===== src/rtl/core/kpdc_pkg.sv =====
// ----------------------------------------------------------------------------
// kpdc_pkg
// Shared types and constants for the key press duration classifier.
// ----------------------------------------------------------------------------
package kpdc_pkg;

    localparam int CFG_W     = 16;
    localparam int CFG_IDX_W = 2;

    localparam logic [CFG_W-1:0] QUALIFY_RESET = 16'd5;
    localparam logic [CFG_W-1:0] ENTER_RESET   = 16'd100;
    localparam logic [CFG_W-1:0] EXIT_RESET    = 16'd200;
    localparam logic [CFG_W-1:0] HOLD_RESET    = 16'd300;

    typedef enum logic [CFG_IDX_W-1:0] {
        REG_QUALIFY = 2'd0,
        REG_ENTER   = 2'd1,
        REG_EXIT    = 2'd2,
        REG_HOLD    = 2'd3
    } cfg_idx_t;

    typedef enum logic [1:0] {
        PH_IDLE  = 2'd0,
        PH_PRESS = 2'd1,
        PH_HELD  = 2'd2
    } phase_t;

    typedef enum logic [1:0] {
        CL_IDLE  = 2'd0,
        CL_ENTER = 2'd1,
        CL_EXIT  = 2'd2,
        CL_EDIT  = 2'd3
    } class_t;

    typedef struct packed {
        logic [CFG_W-1:0] qualify_ticks;
        logic [CFG_W-1:0] enter_ticks;
        logic [CFG_W-1:0] exit_ticks;
        logic [CFG_W-1:0] hold_ticks;
    } cfg_t;

    typedef struct packed {
        logic   key_event;
        class_t hold_class;
        phase_t key_phase;
    } result_t;

endpackage


===== src/rtl/core/kpdc_in_if.sv =====
// ----------------------------------------------------------------------------
// kpdc_in_if
// Input item channel: one sampled key level per item.
// ----------------------------------------------------------------------------
interface kpdc_in_if;

    logic valid;
    logic ready;
    logic key_down;

    modport source (output valid, output key_down, input ready);
    modport sink   (input valid, input key_down, output ready);

endinterface


===== src/rtl/core/kpdc_out_if.sv =====
// ----------------------------------------------------------------------------
// kpdc_out_if
// Result item channel: event flag, hold class and key phase.
// ----------------------------------------------------------------------------
interface kpdc_out_if;

    logic       valid;
    logic       ready;
    logic       key_event;
    logic [1:0] hold_class;
    logic [1:0] key_phase;

    modport source (output valid, output key_event, output hold_class, output key_phase,
                    input ready);
    modport sink   (input valid, input key_event, input hold_class, input key_phase,
                    output ready);

endinterface


===== src/rtl/core/kpdc_cfg.sv =====
// ----------------------------------------------------------------------------
// kpdc_cfg
// Threshold register file with a plain indexed write port.
// ----------------------------------------------------------------------------
module kpdc_cfg (
    input  logic                           clk,
    input  logic                           rst_n,
    input  logic                           we,
    input  logic [kpdc_pkg::CFG_IDX_W-1:0] idx,
    input  logic [kpdc_pkg::CFG_W-1:0]     data,
    output kpdc_pkg::cfg_t                 cfg
);
    import kpdc_pkg::*;

    cfg_t cfg_reg;
    cfg_t cfg_next;

    always_comb
    begin
        cfg_next = cfg_reg;
        if (we)
        begin
            case (cfg_idx_t'(idx))
                REG_QUALIFY: cfg_next.qualify_ticks = data;
                REG_ENTER:   cfg_next.enter_ticks   = data;
                REG_EXIT:    cfg_next.exit_ticks    = data;
                REG_HOLD:    cfg_next.hold_ticks    = data;
                default:     cfg_next = cfg_reg;
            endcase
        end
    end

    always_ff @(posedge clk or negedge rst_n)
    begin
        if (!rst_n)
        begin
            cfg_reg.qualify_ticks <= QUALIFY_RESET;
            cfg_reg.enter_ticks   <= ENTER_RESET;
            cfg_reg.exit_ticks    <= EXIT_RESET;
            cfg_reg.hold_ticks    <= HOLD_RESET;
        end
        else
        begin
            cfg_reg <= cfg_next;
        end
    end

    assign cfg = cfg_reg;

endmodule


===== src/rtl/core/kpdc_class.sv =====
// ----------------------------------------------------------------------------
// kpdc_class
// Input register, press counter, phase and class state, result generation.
// ----------------------------------------------------------------------------
module kpdc_class #(
    parameter int COUNT_WIDTH = 16
) (
    input  logic              clk,
    input  logic              rst_n,
    input  logic              in_valid,
    input  logic              in_key,
    output logic              in_ready,
    input  kpdc_pkg::cfg_t    cfg,
    input  logic              res_space,
    output logic              res_push,
    output kpdc_pkg::result_t res
);
    import kpdc_pkg::*;

    localparam int CMP_W = (COUNT_WIDTH > CFG_W) ? COUNT_WIDTH : CFG_W;

    logic                   s1_valid_reg;
    logic                   s1_valid_next;
    logic                   key_reg;
    logic [COUNT_WIDTH-1:0] count_reg;
    logic [COUNT_WIDTH-1:0] count_next;
    logic [COUNT_WIDTH-1:0] count_inc;
    phase_t                 phase_reg;
    phase_t                 phase_next;
    class_t                 class_reg;
    class_t                 class_next;
    class_t                 class_cur;
    logic                   event_now;
    logic                   commit;
    logic                   in_fire;
    logic [CMP_W-1:0]       cnt_ext;

    assign commit   = s1_valid_reg && res_space;
    assign in_ready = !s1_valid_reg || res_space;
    assign in_fire  = in_valid && in_ready;

    // saturating increment
    assign count_inc = (count_reg != '1) ? count_reg + 1'b1 : count_reg;
    assign cnt_ext   = CMP_W'(count_inc);

    always_comb
    begin
        count_next = count_reg;
        phase_next = phase_reg;
        class_cur  = class_reg;
        event_now  = 1'b0;
        if (!key_reg)
        begin
            // early release keeps the count
            if (phase_reg != PH_IDLE)
            begin
                event_now  = 1'b1;
                phase_next = PH_IDLE;
                count_next = '0;
            end
        end
        else
        begin
            count_next = count_inc;
            if (phase_reg == PH_IDLE && cnt_ext >= CMP_W'(cfg.qualify_ticks))
                phase_next = PH_PRESS;
            if (phase_next == PH_PRESS)
            begin
                if (cnt_ext >= CMP_W'(cfg.hold_ticks))
                begin
                    class_cur  = CL_EDIT;
                    event_now  = 1'b1;
                    phase_next = PH_HELD;
                end
                else if (cnt_ext >= CMP_W'(cfg.exit_ticks))
                    class_cur = CL_EXIT;
                else if (cnt_ext >= CMP_W'(cfg.enter_ticks))
                    class_cur = CL_ENTER;
            end
        end
        // consumer acknowledge folded in
        class_next = event_now ? CL_IDLE : class_cur;
    end

    assign s1_valid_next = in_fire || (s1_valid_reg && !commit);

    always_ff @(posedge clk or negedge rst_n)
    begin
        if (!rst_n)
        begin
            s1_valid_reg <= 1'b0;
            count_reg    <= '0;
            phase_reg    <= PH_IDLE;
            class_reg    <= CL_IDLE;
        end
        else
        begin
            s1_valid_reg <= s1_valid_next;
            if (commit)
            begin
                count_reg <= count_next;
                phase_reg <= phase_next;
                class_reg <= class_next;
            end
        end
    end

    always_ff @(posedge clk)
    begin
        if (in_fire)
            key_reg <= in_key;
    end

    assign res_push       = commit;
    assign res.key_event  = event_now;
    assign res.hold_class = class_cur;
    assign res.key_phase  = phase_next;

    a_release_idles: assert property (@(posedge clk) disable iff (!rst_n)
        (commit && !key_reg) |-> (res.key_phase == PH_IDLE))
        else $error("release did not return phase to idle");

    a_count_steps: assert property (@(posedge clk) disable iff (!rst_n)
        (commit && key_reg && count_reg != '1)
            |=> (count_reg == COUNT_WIDTH'($past(count_reg) + 1'b1)))
        else $error("press count did not advance");

    a_hold_event: assert property (@(posedge clk) disable iff (!rst_n)
        (commit && phase_reg == PH_PRESS && phase_next == PH_HELD)
            |-> (event_now && class_cur == CL_EDIT))
        else $error("hold entry without edit event");

    a_idle_class: assert property (@(posedge clk) disable iff (!rst_n)
        (commit && event_now) |=> (class_reg == CL_IDLE))
        else $error("class not cleared after event");

endmodule


===== src/rtl/core/kpdc_out_buf.sv =====
// ----------------------------------------------------------------------------
// kpdc_out_buf
// Two-entry result buffer: head register plus skid register.
// ----------------------------------------------------------------------------
module kpdc_out_buf (
    input  logic              clk,
    input  logic              rst_n,
    input  logic              push,
    input  kpdc_pkg::result_t push_data,
    output logic              space,
    output logic              out_valid,
    input  logic              out_ready,
    output kpdc_pkg::result_t head_data
);
    import kpdc_pkg::*;

    logic [1:0] fill_reg;
    logic [1:0] fill_next;
    logic       pop;
    result_t    head_reg;
    result_t    skid_reg;

    assign out_valid = (fill_reg != 2'd0);
    assign space     = (fill_reg != 2'd2);
    assign pop       = out_valid && out_ready;
    assign head_data = head_reg;

    always_comb
    begin
        fill_next = fill_reg;
        if (push && !pop)
            fill_next = fill_reg + 2'd1;
        else if (!push && pop)
            fill_next = fill_reg - 2'd1;
    end

    always_ff @(posedge clk or negedge rst_n)
    begin
        if (!rst_n)
            fill_reg <= 2'd0;
        else
            fill_reg <= fill_next;
    end

    always_ff @(posedge clk)
    begin
        if (pop)
        begin
            if (fill_reg == 2'd2)
                head_reg <= skid_reg;
            else if (push)
                head_reg <= push_data;
            if (push && fill_reg == 2'd2)
                skid_reg <= push_data;
        end
        else if (push)
        begin
            if (fill_reg == 2'd0)
                head_reg <= push_data;
            else
                skid_reg <= push_data;
        end
    end

    a_no_overflow: assert property (@(posedge clk) disable iff (!rst_n)
        (fill_reg != 2'd3) && !(push && fill_reg == 2'd2))
        else $error("result buffer overflow");

endmodule


===== src/rtl/core/key_press_duration_classifier.sv =====
// ----------------------------------------------------------------------------
// key_press_duration_classifier
// Key press qualifier and hold-time classifier, one key sample per item.
// ----------------------------------------------------------------------------
// Each input item is one sampled key level (one per debounce tick). The block
// takes one item per clock while its result buffer has space and returns
// exactly one result item per input item, in order: key_event, hold_class
// (0 idle, 1 enter, 2 exit, 3 edit) and key_phase (0 idle, 1 press accepted,
// 2 held). An accepted item is held in the input register, where the press
// counter, phase and class are updated by a saturating increment and four
// threshold compares; its result then goes to the result buffer, from which
// it is offered. The buffer holds two results, so input stays ready while
// one result waits on a stalled consumer; sustained rate is one item per
// clock while the consumer keeps up. Thresholds are written through
// cfg_we/cfg_idx/cfg_data (0 qualify, 1 enter, 2 exit, 3 hold) and must only
// be changed while no item is in flight.
// ----------------------------------------------------------------------------
module key_press_duration_classifier #(
    parameter int COUNT_WIDTH = 16
) (
    input  logic                           clk,
    input  logic                           rst_n,
    kpdc_in_if.sink                        in_ch,
    kpdc_out_if.source                     out_ch,
    input  logic                           cfg_we,
    input  logic [kpdc_pkg::CFG_IDX_W-1:0] cfg_idx,
    input  logic [kpdc_pkg::CFG_W-1:0]     cfg_data
);
    import kpdc_pkg::*;

    cfg_t    cfg;
    logic    res_space;
    logic    res_push;
    result_t res;
    result_t res_head;
    logic    in_ready;

    // threshold registers
    kpdc_cfg u_cfg (
        .clk   (clk),
        .rst_n (rst_n),
        .we    (cfg_we),
        .idx   (cfg_idx),
        .data  (cfg_data),
        .cfg   (cfg)
    );

    // input register and classifier state
    kpdc_class #(
        .COUNT_WIDTH (COUNT_WIDTH)
    ) u_class (
        .clk       (clk),
        .rst_n     (rst_n),
        .in_valid  (in_ch.valid),
        .in_key    (in_ch.key_down),
        .in_ready  (in_ready),
        .cfg       (cfg),
        .res_space (res_space),
        .res_push  (res_push),
        .res       (res)
    );

    // result buffer decouples the consumer's ready from the input side
    kpdc_out_buf u_out_buf (
        .clk       (clk),
        .rst_n     (rst_n),
        .push      (res_push),
        .push_data (res),
        .space     (res_space),
        .out_valid (out_ch.valid),
        .out_ready (out_ch.ready),
        .head_data (res_head)
    );

    assign in_ch.ready       = in_ready;
    assign out_ch.key_event  = res_head.key_event;
    assign out_ch.hold_class = res_head.hold_class;
    assign out_ch.key_phase  = res_head.key_phase;

endmodule


===== src/flat_wrapper.sv =====
// flat-port wrapper written by rule: the top's interface ports become plain ports
module key_press_duration_classifier_flat import kpdc_pkg::*;
#(
    parameter int COUNT_WIDTH = 16
)
  (clk, rst_n, cfg_we, cfg_idx, cfg_data, in_ch_valid, in_ch_key_down, in_ch_ready, out_ch_valid, out_ch_key_event, out_ch_hold_class, out_ch_key_phase, out_ch_ready);
  kpdc_in_if in_ch_i ();
  kpdc_out_if out_ch_i ();
  input  logic clk;
  input  logic rst_n;
  input  logic cfg_we;
  input  logic [kpdc_pkg::CFG_IDX_W-1:0] cfg_idx;
  input  logic [kpdc_pkg::CFG_W-1:0] cfg_data;
  input wire logic [$bits(in_ch_i.valid)-1:0] in_ch_valid;
  input wire logic [$bits(in_ch_i.key_down)-1:0] in_ch_key_down;
  output wire logic [$bits(in_ch_i.ready)-1:0] in_ch_ready;
  output wire logic [$bits(out_ch_i.valid)-1:0] out_ch_valid;
  output wire logic [$bits(out_ch_i.key_event)-1:0] out_ch_key_event;
  output wire logic [$bits(out_ch_i.hold_class)-1:0] out_ch_hold_class;
  output wire logic [$bits(out_ch_i.key_phase)-1:0] out_ch_key_phase;
  input wire logic [$bits(out_ch_i.ready)-1:0] out_ch_ready;
  assign in_ch_i.valid = in_ch_valid;
  assign in_ch_i.key_down = in_ch_key_down;
  assign in_ch_ready = in_ch_i.ready;
  assign out_ch_valid = out_ch_i.valid;
  assign out_ch_key_event = out_ch_i.key_event;
  assign out_ch_hold_class = out_ch_i.hold_class;
  assign out_ch_key_phase = out_ch_i.key_phase;
  assign out_ch_i.ready = out_ch_ready;
  key_press_duration_classifier #(.COUNT_WIDTH(COUNT_WIDTH)) u_core (.clk(clk), .rst_n(rst_n), .in_ch(in_ch_i), .out_ch(out_ch_i), .cfg_we(cfg_we), .cfg_idx(cfg_idx), .cfg_data(cfg_data));
endmodule

===== config.mk =====
export PLATFORM = sky130hd
export DESIGN_NAME = key_press_duration_classifier_flat
export DESIGN_NICKNAME = d
export VERILOG_FILES = /design/src/rtl/core/kpdc_pkg.sv /design/src/rtl/core/kpdc_in_if.sv /design/src/rtl/core/kpdc_out_if.sv /design/src/rtl/core/kpdc_cfg.sv /design/src/rtl/core/kpdc_class.sv /design/src/rtl/core/kpdc_out_buf.sv /design/src/rtl/core/key_press_duration_classifier.sv /design/src/flat_wrapper.sv
export SDC_FILE = /design/constraint.sdc
export NUM_CORES = 1
export LEC_CHECK = 0
export BUFFER_PORTS_ARGS = -buffer_cell sky130_fd_sc_hd__buf_2
export CAP_MARGIN = 15
export CORE_ASPECT_RATIO = 0.8
export CORE_MARGIN = 2
export CORE_UTILIZATION = 45
export DETAILED_ROUTE_END_ITERATION = 12
export PLACE_DENSITY = 0.65
export SYNTH_ARGS = -nofsm -noshare
export SYNTH_HDL_FRONTEND = slang
export SYNTH_SLANG_ARGS = --single-unit

===== constraint.sdc =====
create_clock -name clk -period 5.3 [get_ports clk]
set_input_delay 0.53 -clock clk [delete_from_list [all_inputs] [get_ports clk]]
set_output_delay 0.53 -clock clk [all_outputs]
set_load 0.1 [all_outputs]

# [After elaboration in Yosys (flattened, before gate mapping)]
# Index checks and enable logic that the tools add are counted.
[totals] reg_bits=98 latch_bits=0 ramBits=0 mem_bits_ro=0 output_inout_bits=7 word_cells=92 mem_count=0
[classes] n_addsub=3 mul=0 div=0 n_lt_le_gt_ge=4 n_eq_ne=9 shifts=0 n_mux=30 n_bitwise=0 reduce_logical=30
[op_table] op="16-bit >= comparator" n=4
[op_table] op="16-bit two-way mux" n=3
[op_table] op="5-bit two-way mux" n=9
[op_table] op="2-bit two-way mux" n=14
[op_table] op="16-bit by 1-bit adder with 16-bit output (second input constant)" n=1
[op_table] op="16-bit != test (second input constant)" n=1
[op_table] op="2-bit nonzero test" n=7
[op_table] op="2-bit AND reduction" n=5
[op_table] op="1-bit logical AND" n=8
[op_table] op="2-bit equality test (second input constant)" n=3
[op_table] op="2-bit zero test" n=3
[op_table] op="3-bit AND reduction" n=2
[op_table] op="2-bit by 1-bit equality test with 1-bit output (second input constant)" n=2
[op_table] op="1-bit two-way mux" n=4
[op_table] op="2-bit != test (second input constant)" n=2
[op_table] op="1-bit zero test" n=3
[op_table] op="2-bit by 1-bit adder with 2-bit output (second input constant)" n=1
[op_table] op="1-bit logical OR" n=2
[op_table] op="2-bit by 1-bit != test with 1-bit output (second input constant)" n=1
[op_table] op="2-bit by 1-bit subtractor with 2-bit output (second input constant)" n=1

# [Depth between registers and ports, before layout]
# Gate-level depths: netlist of the first run.
[depth] ltp_word=12 mapped_depth=17

# [By module]
# From an unflattened synthesis of the first run, not the netlist that was laid out.
[unflattened] hier_cells=537 area_unflattened_um2=5969.5
[by_module_without_submodules] mod="kpdc_class" instances=1 cells_per_inst=368 area_each_um2=3004.1 seq_area_each_um2=555.5
[by_module_without_submodules] mod="kpdc_cfg" instances=1 cells_per_inst=136 area_each_um2=2426.1 seq_area_each_um2=1616.6
[by_module_without_submodules] mod="kpdc_out_buf" instances=1 cells_per_inst=33 area_each_um2=539.3 seq_area_each_um2=350.3

# [Least setup slack after synthesis of the first run]
# No wires, ideal clock.
[synth_path] path_type="register to register" start="register u_core.u_class.count_reg[0]" end="register u_core.u_out_buf.head_reg (netlist bit u_core.u_out_buf.head_data[2]), data pin" setup_ns=0.260 t_arrival_ns=3.653 required_time_ns=5.040 path_slack_ns=1.386 stages_incl_launch_ff=15 n_path_buf=1 period_less_slack_ns=3.914 path_cell_list="dfrtp_1 > ha_1 > nand2_1 > nor4_1 > or3b_1 > clkbuf_1 > xnor2_1 > ha_1 > or3b_1 > o2111ai_1 > a31oi_1 > o21ai_2 > or4b_1 > o311a_2 > mux2_4"
[synth_lines] item="start, declared" line="kpdc_class.sv:25" text="logic [COUNT_WIDTH-1:0] count_reg;"
[synth_lines] item="start signal, assigned" line="kpdc_class.sv:101" text="count_reg <= count_next;"
[synth_lines] item="end signal, assigned" line="kpdc_out_buf.sv:50" text="head_reg <= skid_reg;"
[synth_lines] item="end signal, assigned" line="kpdc_out_buf.sv:52" text="head_reg <= push_data;"
[synth_lines] item="end signal, assigned" line="kpdc_out_buf.sv:59" text="head_reg <= push_data;"
[synth_lines] item="end, declared" line="kpdc_out_buf.sv:20" text="result_t head_reg;"

==> flow_metrics.py, run 1 <==
metrics = {
    "worst_setup_path": {
        "reg2reg_slack_ns": 0.71,
        "worst-path-max-fanout": 6,
        "critical_path.reg2reg.endpoint": "u_core.u_out_buf.head_data[3]$_DFFE_PP_",
        "worst_ep_required_time_ns": 5.40,
        "worstSetupPathType": "flip-flop to flip-flop",
        "worst_setup_end_kind": "flip-flop",
        "logic_depth_of_the_worst_register_to_register_path": 13,
        "reg2reg_from": "u_core.u_class.count_reg[0]$_DFFE_PN0P_",
        "cp.arrival_ns": 4.70,
        "worst_setup_start_kind": "flip-flop",
    },
    "clock_tree": {
        "clkLatencyLatePin_ns": 0.35,
        "cts.sinks": 98,
        "cts.reportedPaths.clkPinSlew_ns": 0.07,
        "cts-hold-fix-buffers": 0,
        "cts_inserted_buffers": 9,
        "h_tree_level_count": 3,
        "post-cts-setup-buffer-count": 0,
        "cts_tree": "yes",
        "clock_tree.root_cell": "clkbuf_16",
        "cts.path.max_buffers": 2,
        "cts.repair.resized": 0,
    },
    "logic_synthesis": {
        "muxShareOfSynthArea_pct": 11.2,
        "yosys_register_bits": 98,
        "synth-edff-count": 11,
        "yosysWarningCount": 0,
        "synth.net_count": 645,
        "mappedNetlistArea_sq_um": 5860,
        "syn_area_per_cell_sq_um": 10.6,
        "largest_family_of_logic_cells_by_synthesized_area": "adder cells",
        "synth_area_in_adders_pct": 14.3,
        "synth_xor_xnor_area_share_pct": 2.09,
        "area_fraction_in_compound_gates_after_synthesis_pct": 13.0,
        "synth_simple_gate_area_share_pct": 11.3,
        "synth-seq-area-share_pct": 43.0,
        "postSynthCellCount": 554,
        "synth-async-reset-ratio_pct": 88.8,
        "dominantRegCellSynth": "dfrtp_1",
        "yosysUniqueCellTypes": 55,
    },
    "worst_hold_path": {
        "hold_path_class": "input pin to asynchronous set/reset pin",
    },
    "place": {
        "hpwl_microns": 9560,
        "gpl.final_weighted_congestion": 0.955,
        "placed_cells": 749,
        "place.port_buffers": 30,
    },
    "finish": {
        "layout_commonest_cell": "dfrtp_1",
        "diodes": 0,
        "multiInputGateArea_sq_um": 3050,
        "mostFrequentLayoutCells": "75 x dfrtp_1, 68 x inv_1, 67 x ha_1, 56 x mux2_2, 55 x nand2_1",
        "areaGrowthSynthToFinish_pct": 12.0,
        "num-fill-cells": 1192,
        "largest_register_ffs": 64,
        "area.sequential_sq_um": 2520,
        "post_route_cells_drive_above_1_share_pct": 22.3,
        "net_count_of_the_finished_layout": 677,
        "finalNonFillerCells": 766,
    },
    "sta": {
        "relSlewSlack_pct": 26.0,
        "fin_worst_skew_ns": 0.00728,
        "setup_repair_after_global_routing_missed_its_margin": "false",
        "final_max_slew_viol_count": 0,
        "min_period_over_period_pct": 86.6,
        "period_minus_slack_ns": 4.59,
        "fmaxAchievable_mhz": 218,
        "timing.setup.tns_ns": 0,
        "hold_viol": 0,
        "worst_pin_slew_ns": 1.11,
        "finalSetupViolations": 0,
    },
    "routing": {
        "postRouteWirelength_microns": 12800,
        "vias_per_cell": 5.36,
        "drt-pass1-iter-count": 4,
        "drt-wirelength-per-cell_microns": 16.7,
        "antenna_left": 0,
        "drt-initial-drc-count": 240,
        "detailroute.via_count": 4109,
        "drc_violation_count_after_routing": 0,
    },
    "die": {
        "io_pins": 31,
        "start_util_pct": 45.9,
        "dieArea_sq_um": 14000,
        "floorplan.die.height_microns": 106,
        "die_w_microns": 132,
        "coreArea_sq_um": 12800,
        "site_row_count": 37,
    },
    "global_route": {
        "globalRouteOverflowTotal": 0,
        "maximum_number_of_pins_on_one_net_before_global_route_repair": 88,
        "grt_use_total_pct": 19.7,
        "antenna_violations_before_repair": 0,
        "grt_first_pass_wirelength_microns": 21400,
        "first_global_vias": 4097,
    },
    "power": {
        "pwr_density_cell_nw_per_um2": 388,
        "total_leakage_power_nw": 3.17,
        "worst_ir_drop_vdd_mv": 0.263,
    },
    "run": {
        "max_cap_violations": 0,
    },
    "run_status": {
        "run_status": "complete, no violations",
    },
}
[synthesized netlist by cell type, drive strengths merged, types with 7 or more instances]
master / count / share of area (%)
a22o: 7 / 1.0
inv: 68 / 4.4
ha: 67 / 14
dfstp: 12 / 5.4
a21oi: 26 / 2.2
clkbuf: 10 / 0.66
nand4: 10 / 1.1
nand3: 11 / 0.94
xnor2: 11 / 1.6
edfxtp: 11 / 5.6
nor2: 8 / 0.51
mux2: 57 / 11
o21a: 9 / 1.2
dfrtp: 75 / 32
nand2b: 7 / 0.87
nand2: 55 / 3.5
o21ai: 29 / 2.5
a21o: 15 / 1.9
[power by group]
part | leakage, nW | switching, mW | total [mW] | internal, mW
Clock | 0.163 | 0.283 | 0.715 | 0.432
Combinational | 1.84 | 0.525 | 0.828 | 0.303
Sequential | 1.17 | 0.0833 | 1.00 | 0.918
Total | 3.17 | 0.892 | 2.54 | 1.65
[cells by family (layout without fill, tap and decap cells)]
group / count (synthesis) / count (layout)
simple gates: 125 / 125
compound gates: 113 / 113
flops: 98 / 98
mux: 58 / 58
xor+xnor: 14 / 14
fa+ha+maj: 67 / 67
buf+inv: 79 / 116
[critical path, cell delays in order, from the launching register on]
cell and delay [ns]:
dfrtp_1 0.45, ha_1 0.20, nand2_1 0.10, nor4_1 0.48, or3b_1 0.50, xnor2_1 0.38
ha_1 0.30, nand2b_1 0.17, a2111oi_0 0.37, o21ai_0 0.28, a211oi_1 0.47, a31oi_1 0.15
a21o_1 0.22, mux2_2 0.27
[through the flow]
stage	total power, mW	area [sq um]	hold WS [ns]	utilization (%)	setup WS, ns
after floorplan	1.64	5860	0.234	-	1.39
after global placement	1.81	6200	0.490	48.6	0.891
after detailed placement	1.84	6200	0.493	48.6	0.745
after CTS	2.57	6540	0.336	51.2	0.738
after global routing	2.70	6570	0.138	51.4	0.334
final	2.54	6570	0.115	51.4	0.709
[cell type report]
cell class	instances	area share, %
repair buffers	32	2.86
well taps	175	3.34
clock inverters	3	0.648
clock buffers	13	4.44
multi-input cells	377	46.4
inverters	68	3.89
flip-flops and latches	98	38.4
[worst max-delay path by stage]
stage                                               to  slack, ns  depth (start not counted)                                    start
6_report       u_core.u_out_buf.head_data[3]$_DFFE_PP_       0.71                         13  u_core.u_class.count_reg[0]$_DFFE_PN0P_
3_5_place_dp   u_core.u_out_buf.head_data[3]$_DFFE_PP_       0.75                         13  u_core.u_class.count_reg[0]$_DFFE_PN0P_
4_1_cts        u_core.u_out_buf.head_data[3]$_DFFE_PP_       0.74                         13  u_core.u_class.count_reg[0]$_DFFE_PN0P_
3_3_place_gp   u_core.u_out_buf.head_data[3]$_DFFE_PP_       0.89                         13  u_core.u_class.count_reg[0]$_DFFE_PN0P_
2_1_floorplan  u_core.u_out_buf.head_data[2]$_DFFE_PP_       1.39                         14  u_core.u_class.count_reg[0]$_DFFE_PN0P_
5_1_grt        u_core.u_out_buf.head_data[3]$_DFFE_PP_       0.33                         13  u_core.u_class.count_reg[0]$_DFFE_PN0P_
[routing by layer]
metal | routed length [microns] | share of wire [%] | global-route usage, %
met5 | 0 | 0 | 0
met4 | 124 | 0.97 | 4.66
met3 | 492 | 3.8 | 4.67
met2 | 5750 | 45 | 30.5
met1 | 6440 | 50 | 27.9
Power figures use the tool's default switching activity.
==> run 2: changes to the inputs <==
--- a/config.mk
+++ b/config.mk
@@ -5,6 +5,7 @@
 export SDC_FILE = /design/constraint.sdc
 export NUM_CORES = 1
 export LEC_CHECK = 0
+export ABC_AREA = 1
 export BUFFER_PORTS_ARGS = -buffer_cell sky130_fd_sc_hd__buf_2
 export CAP_MARGIN = 15
 export CORE_ASPECT_RATIO = 0.8
@@ -12,6 +13,7 @@
 export CORE_UTILIZATION = 45
 export DETAILED_ROUTE_END_ITERATION = 12
 export PLACE_DENSITY = 0.65
+export SLEW_MARGIN = 40
 export SYNTH_ARGS = -nofsm -noshare
 export SYNTH_HDL_FRONTEND = slang
 export SYNTH_SLANG_ARGS = --single-unit
==> run 2 against run 1 <==
Via count grew 16%. Global-route usage rose by 1.1 points. Count of clock-buffer cells in the layout down 4. Die area increased by 1.2%. Non-clock buffer count fell by 1. Sequential power hardly changed. Clock power decreased by 13%. Worst setup slack better by 1.0 ns. Sequential share of layout area about the same. Total power grew 0.30%. Area after synthesis is 1.3% higher. First-iteration DRC count grew 15%. Critical path type unchanged. Largest cell class unchanged.
==> flow_metrics.py, run 2 <==
metrics = {
    "finish": {
        "postLayoutCellArea_sq_um": 6560,
        "layout_commonest_cell": "nand2_1",
        "mostFrequentLayoutCells": "173 x nand2_1, 138 x inv_1, 83 x o21ai_0, 75 x dfrtp_1, 67 x ha_1",
        "areaGrowthSynthToFinish_pct": 10.5,
        "finalNonFillerCells": 938,
        "num-fill-cells": 1279,
        "net_count_of_the_finished_layout": 849,
        "post_route_cells_drive_above_1_share_pct": 11.3,
        "largest_register_ffs": 64,
        "diodes": 0,
    },
    "sta": {
        "setup_repair_after_global_routing_missed_its_margin": "false",
        "period_minus_slack_ns": 3.57,
        "min_period_over_period_pct": 67.4,
        "finalSetupViolations": 0,
        "fmaxAchievable_mhz": 280,
        "worst_pin_slew_ns": 0.740,
        "relSlewSlack_pct": 50.3,
        "fin_worst_skew_ns": 0.0110,
        "final_max_slew_viol_count": 0,
        "timing.setup.tns_ns": 0,
        "hold_viol": 0,
    },
    "power": {
        "combPwrFrac_pct": 36.4,
        "total_leakage_power_nw": 3.46,
        "pwr_density_cell_nw_per_um2": 389,
        "power.internal_mw": 1.51,
        "power.net_switching_mw": 1.04,
        "swShare_pct": 40.9,
        "power.clock.fraction_pct": 24.4,
        "worst_ir_drop_vdd_mv": 0.218,
        "pwr-share-seq_pct": 39.2,
    },
    "logic_synthesis": {
        "largest_family_of_logic_cells_by_synthesized_area": "simple AND/OR/NAND/NOR gates",
        "area_fraction_in_compound_gates_after_synthesis_pct": 12.5,
        "synth_xor_xnor_area_share_pct": 1.90,
        "most_common_cell_in_the_netlist": "nand2_1",
        "synth.top_cell.area_share_pct": 31.6,
        "synth.top_cells.by_count": "173 x nand2_1, 138 x inv_1, 83 x o21ai_0",
        "synth-seq-area-share_pct": 42.5,
        "netlist_top_cells_area": "dfrtp_1 32%, ha_1 14%, nand2_1 11%",
        "yosysTopAreaCell": "dfrtp_1",
        "yosys_register_bits": 98,
        "synth-async-reset-ratio_pct": 88.8,
        "yosysUniqueCellTypes": 37,
        "muxShareOfSynthArea_pct": 0,
        "dominantRegCellSynth": "dfrtp_1",
        "synth-edff-count": 11,
        "yosysWarningCount": 0,
        "synth_simple_gate_area_share_pct": 19.2,
        "mappedNetlistArea_sq_um": 5940,
        "postSynthCellCount": 730,
        "synth.net_count": 821,
        "synth_area_in_adders_pct": 14.1,
        "syn_area_per_cell_sq_um": 8.13,
    },
    "place": {
        "placed_cells": 922,
        "gpl.final_weighted_congestion": 0.840,
        "dpl_cell_area_sq_um": 6280,
        "hpwl_microns": 10200,
        "place.port_buffers": 30,
    },
    "global_route": {
        "first_global_vias": 4741,
        "grt_use_total_pct": 20.8,
        "grt_first_pass_wirelength_microns": 23100,
        "maximum_number_of_pins_on_one_net_before_global_route_repair": 88,
        "globalRouteOverflowTotal": 0,
        "antenna_violations_before_repair": 0,
    },
    "routing": {
        "drc_violation_count_after_routing": 0,
        "drt-initial-drc-count": 276,
        "vias_per_cell": 5.10,
        "drt-wirelength-per-cell_microns": 14.4,
        "drt-pass1-iter-count": 7,
        "postRouteWirelength_microns": 13500,
        "detailroute.via_count": 4783,
        "antenna_left": 0,
    },
    "clock_tree": {
        "cts_tree": "yes",
        "post-cts-setup-buffer-count": 0,
        "cts.reportedPaths.clkPinSlew_ns": 0.07,
        "clkLatencyLatePin_ns": 0.36,
        "cts.sinks": 98,
        "cts_inserted_buffers": 9,
        "clock_tree.root_cell": "clkbuf_16",
        "h_tree_level_count": 3,
        "cts-hold-fix-buffers": 0,
        "cts.repair.resized": 0,
        "cts.path.max_buffers": 2,
    },
    "worst_hold_path": {
        "hold_path_class": "input pin to asynchronous set/reset pin",
    },
    "die": {
        "site_row_count": 37,
        "io_pins": 31,
        "start_util_pct": 46.1,
        "coreArea_sq_um": 12900,
        "die_w_microns": 132,
        "floorplan.die.height_microns": 107,
        "dieArea_sq_um": 14100,
    },
    "worst_setup_path": {
        "worstSetupPathType": "flip-flop to flip-flop",
        "worst_setup_start_kind": "flip-flop",
        "reg2reg_slack_ns": 1.73,
        "worst_ep_required_time_ns": 5.42,
        "worst-path-max-fanout": 5,
        "worst_setup_end_kind": "flip-flop",
        "cp.arrival_ns": 3.69,
    },
    "run": {
        "max_cap_violations": 0,
    },
    "run_status": {
        "run_status": "complete, no violations",
    },
}
[run 2: final cells by class]
cell class	count	area (sq um)	share of cell area (%)
clock buffers	9	225	3.43
clock inverters	7	52.6	0.801
inverters	142	533	8.12
multi-input cells	476	2840	43.3
flip-flops and latches	98	2520	38.4
well taps	175	219	3.34
repair buffers	31	166	2.54
[run 2: cells by family after synthesis]
family | after synthesis
AND/OR/NAND/NOR | 258
buffers and inverters | 156
XOR/XNOR | 12
adder cells (fa/ha/maj) | 67
AO/OA/AOI/OAI | 139
flip-flops | 98
[run 2: worst paths after layout]
| check | endpoint | from | cells after the start |
|---|---|---|---|
| setup / recovery | u_core.u_out_buf.head_data[3]$_DFFE_PP_ | u_core.u_class.count_reg[0]$_DFFE_PN0P_ | 17 |
| hold / removal | u_core.u_class.count_reg[0]$_DFFE_PN0P_ | rst_n | 1 |
| setup reg to reg | u_core.u_out_buf.head_data[3]$_DFFE_PP_ | u_core.u_class.count_reg[0]$_DFFE_PN0P_ | 17 |
| hold reg to reg | u_core.u_cfg.cfg[58]$_DFFE_PN0P_ | u_core.u_cfg.cfg[58]$_DFFE_PN0P_ | 2 |
| max in group asynchronous | u_core.u_cfg.cfg[42]$_DFFE_PN0P_ | rst_n | 1 |
| min in group clk | u_core.u_class.key_reg$_DFFE_PP_ | in_ch_key_down | 1 |
[run 2: metal layers]
| layer | wire (microns) | track usage, % |
|---|---|---|
| met5 | 0 | 0 |
| met4 | 229 | 7.07 |
| met3 | 449 | 4.07 |
| met2 | 5970 | 32.1 |
| met1 | 6870 | 29.4 |
[run 2: power by group through the flow]
| stage | combinational, mW | sequential (mW) | clock [mW] |
|---|---|---|---|
| after floorplan | 0.584 | 1.12 | 0 |
| after global placement | 0.905 | 1.01 | 0 |
| after detailed placement | 0.929 | 1.01 | 0 |
| after CTS | 0.936 | 1.00 | 0.640 |
| after global routing | 1.06 | 1.02 | 0.673 |
| final | 0.929 | 1.00 | 0.623 |
[run 2: metrics by stage]
stage               util, %  power (mW)  worst slack (ns)  hold slack [ns]
floorplan                 -        1.70              2.35            0.234
global placement       48.7        1.91              1.84            0.470
detailed placement     48.8        1.94              1.78            0.472
CTS                    51.0        2.58              1.77            0.268
global route           51.0        2.75              1.44            0.277
finish                 51.0        2.55              1.73            0.220
[run 2: critical path, cell delays in order, from the launching register on]
cell and delay [ns]:
dfrtp_1 0.36, ha_1 0.23, nand3_1 0.10, nor3_2 0.33, nand4_1 0.18, nand3_1 0.14, xor2_1 0.51, ha_1 0.36
a21oi_1 0.17, o21ai_0 0.14, a21oi_1 0.20, nand3b_1 0.18, inv_1 0.11, nand2_1 0.05, nand2_1 0.07, nand2_1 0.08
nand2_1 0.06, nand2_1 0.05
==> run 3: changes to the inputs <==
--- a/config.mk
+++ b/config.mk
@@ -12,7 +12,7 @@
 export CORE_MARGIN = 2
 export CORE_UTILIZATION = 45
 export DETAILED_ROUTE_END_ITERATION = 12
-export PLACE_DENSITY = 0.65
+export PLACE_DENSITY = 0.67
 export SLEW_MARGIN = 40
 export SYNTH_ARGS = -nofsm -noshare
 export SYNTH_HDL_FRONTEND = slang
==> constraint.sdc (replaced) <==
create_clock -name clk -period 3.2 [get_ports clk]
set_input_delay 0.32 -clock clk [delete_from_list [all_inputs] [get_ports clk]]
set_output_delay 0.32 -clock clk [all_outputs]
set_load 0.1 [all_outputs]
==> run 3 against run 2 <==
The run now ends with hold timing, setup timing left. Sequential share of layout area decreased by 4.5 points. Total power increased by 87%. Cell count increased by 5.8%. Maximum frequency increased by 9.0%. Wire length increased by 7.8%. Core utilization increased by 6.8 points. Count of clock-buffer cells in the layout unchanged. Register-to-register slack got worse by 1.8 ns. Highest routed layer unchanged.
==> flow_metrics.py, run 3 (synthesis gave the netlist of run 2 again) <==
metrics = {
    "worst_setup_path": {
        "cp.arrival_ns": 3.38,
        "crit_path_start": "u_core.u_class.count_reg[0]$_DFFE_PN0P_",
        "worstSetupPathType": "flip-flop to flip-flop",
        "worst_setup_start_kind": "flip-flop",
        "crit_path_end": "u_core.u_out_buf.head_data[0]$_DFFE_PP_",
        "reg2reg_from": "u_core.u_class.count_reg[0]$_DFFE_PN0P_",
        "worst-path-max-fanout": 8,
        "reg2reg_slack_ns": -0.08,
        "worst_setup_end_kind": "flip-flop",
        "logic_depth_of_the_worst_register_to_register_path": 22,
        "worst_ep_required_time_ns": 3.30,
        "critical_path.reg2reg.endpoint": "u_core.u_out_buf.head_data[0]$_DFFE_PP_",
    },
    "sta": {
        "fin_worst_skew_ns": 0.00963,
        "fmaxAchievable_mhz": 305,
        "timing.setup.tns_ns": -0.176,
        "finalHoldWorstSlack_ns": -0.0243,
        "setup_repair_after_global_routing_missed_its_margin": "true",
        "final_max_slew_viol_count": 0,
        "worst_pin_slew_ns": 0.780,
        "final.setup.worst_slack_ns": -0.0802,
        "period_minus_slack_ns": 3.28,
        "relSlewSlack_pct": 47.6,
        "min_period_over_period_pct": 103,
        "hold_viol": 5,
        "finalSetupViolations": 4,
    },
    "run_status": {
        "violated_checks": "hold timing, setup timing",
        "run_status": "complete, but fails checks",
    },
    "routing": {
        "antenna_left": 0,
        "drt-pass1-iter-count": 5,
        "drc_violation_count_after_routing": 0,
        "postRouteWirelength_microns": 14600,
        "drt-initial-drc-count": 298,
        "highest-signal-layer": "met4",
        "vias_per_cell": 5.07,
        "detailed_route_wirelength_on_metal2_microns": 6690,
        "drt-wirelength-per-cell_microns": 14.7,
        "detailroute.via_count": 5031,
        "wl_met1_microns": 7150,
        "met3_length_microns": 548,
    },
    "die": {
        "die_w_microns": 132,
        "site_row_count": 37,
        "floorplan.die.height_microns": 107,
        "coreArea_sq_um": 12900,
        "io_pins": 31,
        "start_util_pct": 46.1,
        "dieArea_sq_um": 14100,
    },
    "power": {
        "post-layout-total-power_mw": 4.78,
        "worst_ir_drop_vdd_mv": 0.310,
        "total_leakage_power_nw": 3.80,
        "pwr_density_cell_nw_per_um2": 643,
    },
    "place": {
        "placed_cells": 960,
        "hpwl_microns": 10500,
        "dpl_cell_area_sq_um": 6550,
        "placement.setup.worst_slack_ns": -0.123,
        "place.port_buffers": 30,
        "gpl.final_weighted_congestion": 0.877,
    },
    "finish": {
        "postLayoutCellArea_sq_um": 7430,
        "diodes": 0,
        "area.sequential_sq_um": 2520,
        "net_count_of_the_finished_layout": 903,
        "areaGrowthSynthToFinish_pct": 25.2,
        "largest_register_ffs": 64,
        "multiInputGateArea_sq_um": 3190,
        "num-fill-cells": 1169,
        "finalNonFillerCells": 992,
        "layout_commonest_cell": "nand2_1",
        "post_route_cells_drive_above_1_share_pct": 24.6,
        "mostFrequentLayoutCells": "160 x nand2_1, 128 x inv_1, 77 x o21ai_0, 74 x dfrtp_1, 56 x ha_1",
    },
    "global_route": {
        "antenna_violations_before_repair": 0,
        "first_global_vias": 4992,
        "maximum_number_of_pins_on_one_net_before_global_route_repair": 79,
        "globalRouteOverflowTotal": 0,
        "grt_first_pass_wirelength_microns": 24100,
        "grt_use_total_pct": 21.4,
    },
    "worst_hold_path": {
        "hold_path_class": "input pin to asynchronous set/reset pin",
    },
    "clock_tree": {
        "cts_tree": "yes",
        "cts.reportedPaths.clkPinSlew_ns": 0.07,
        "cts-hold-fix-buffers": 0,
        "cts_inserted_buffers": 9,
        "cts.sinks": 98,
        "h_tree_level_count": 3,
        "cts.path.max_buffers": 2,
        "clkLatencyLatePin_ns": 0.35,
        "clock_tree.root_cell": "clkbuf_16",
    },
    "run": {
        "max_cap_violations": 0,
    },
}
==> run 3: cell type report <==
cell class	instances	share of cell area [%]
flip-flops and latches	98	33.9
well taps	175	2.95
clock buffers	9	3.03
inverters	142	7.19
repair buffers	85	8.15
clock inverters	7	1.88
multi-input cells	476	42.9
==> run 3: how the worst min path moves through the flow <==
stage | start | to | slack (ns) | cells after the start
floorplan | rst_n | u_core.u_cfg.cfg[0]$_DFFE_PN0P_ | 0.02 | 0
global placement | u_core.u_cfg.cfg[35]$_DFFE_PN0P_ | u_core.u_cfg.cfg[35]$_DFFE_PN0P_ | 0.47 | 2
detailed placement | rst_n | u_core.u_class.count_reg[0]$_DFFE_PN0P_ | 0.40 | 1
CTS | rst_n | u_core.u_class.count_reg[0]$_DFFE_PN0P_ | 0.04 | 1
global route | rst_n | u_core.u_class.count_reg[5]$_DFFE_PN0P_ | 0.06 | 1
finish | rst_n | u_core.u_class.count_reg[0]$_DFFE_PN0P_ | -0.02 | 1
==> run 3: what timing repair did <==
item	CTS	global route
endpoints found under the setup margin	12	14
buffers inserted	6	10
endpoints found under the hold margin	0	0
pin swaps	23	34
gates resized for setup	31	54
==> run 3: report_power, final <==
part           leakage [nW]  total (mW)  internal (mW)  switching, mW
Clock                 0.174        1.33          0.843          0.483
Sequential             1.19        1.67           1.53          0.137
Combinational          2.43        1.79          0.574           1.22
==> run 3: through the flow <==
| stage | hold WS (ns) | utilization (%) |
|---|---|---|
| 6_report | -0.0243 | 57.8 |
| 5_1_grt | 0.0587 | 57.8 |
| 4_1_cts | 0.0351 | 55.4 |
| 3_5_place_dp | 0.402 | 50.9 |
| 3_3_place_gp | 0.469 | 50.9 |
| 2_1_floorplan | 0.0244 | - |
==> run 3: per-layer routing <==
metal	vias to the layer above	global-route usage, %
met5	-	0
met4	0	6.37
met3	15	3.69
met2	105	33.8
met1	2411	30.3
li1	2500	-
==> run 3: worst max-delay path, stage by stage (launching register included) <==
cell	delay, ns
dfrtp_1	0.42
ha_4	0.17
nand3_4	0.07
nor2_4	0.12
nand2_4	0.08
nor2_4	0.12
nand3_4	0.16
inv_2	0.12
nor2_2	0.04
xor2_1	0.23
inv_2	0.10
buf_6	0.14
ha_4	0.25
nand2_2	0.05
nor2_2	0.12
nand4_1	0.16
nor2_1	0.12
nand3b_1	0.19
nand2_2	0.08
nand2_2	0.08
nor2_4	0.05
nor2_2	0.10
nor2_1	0.05
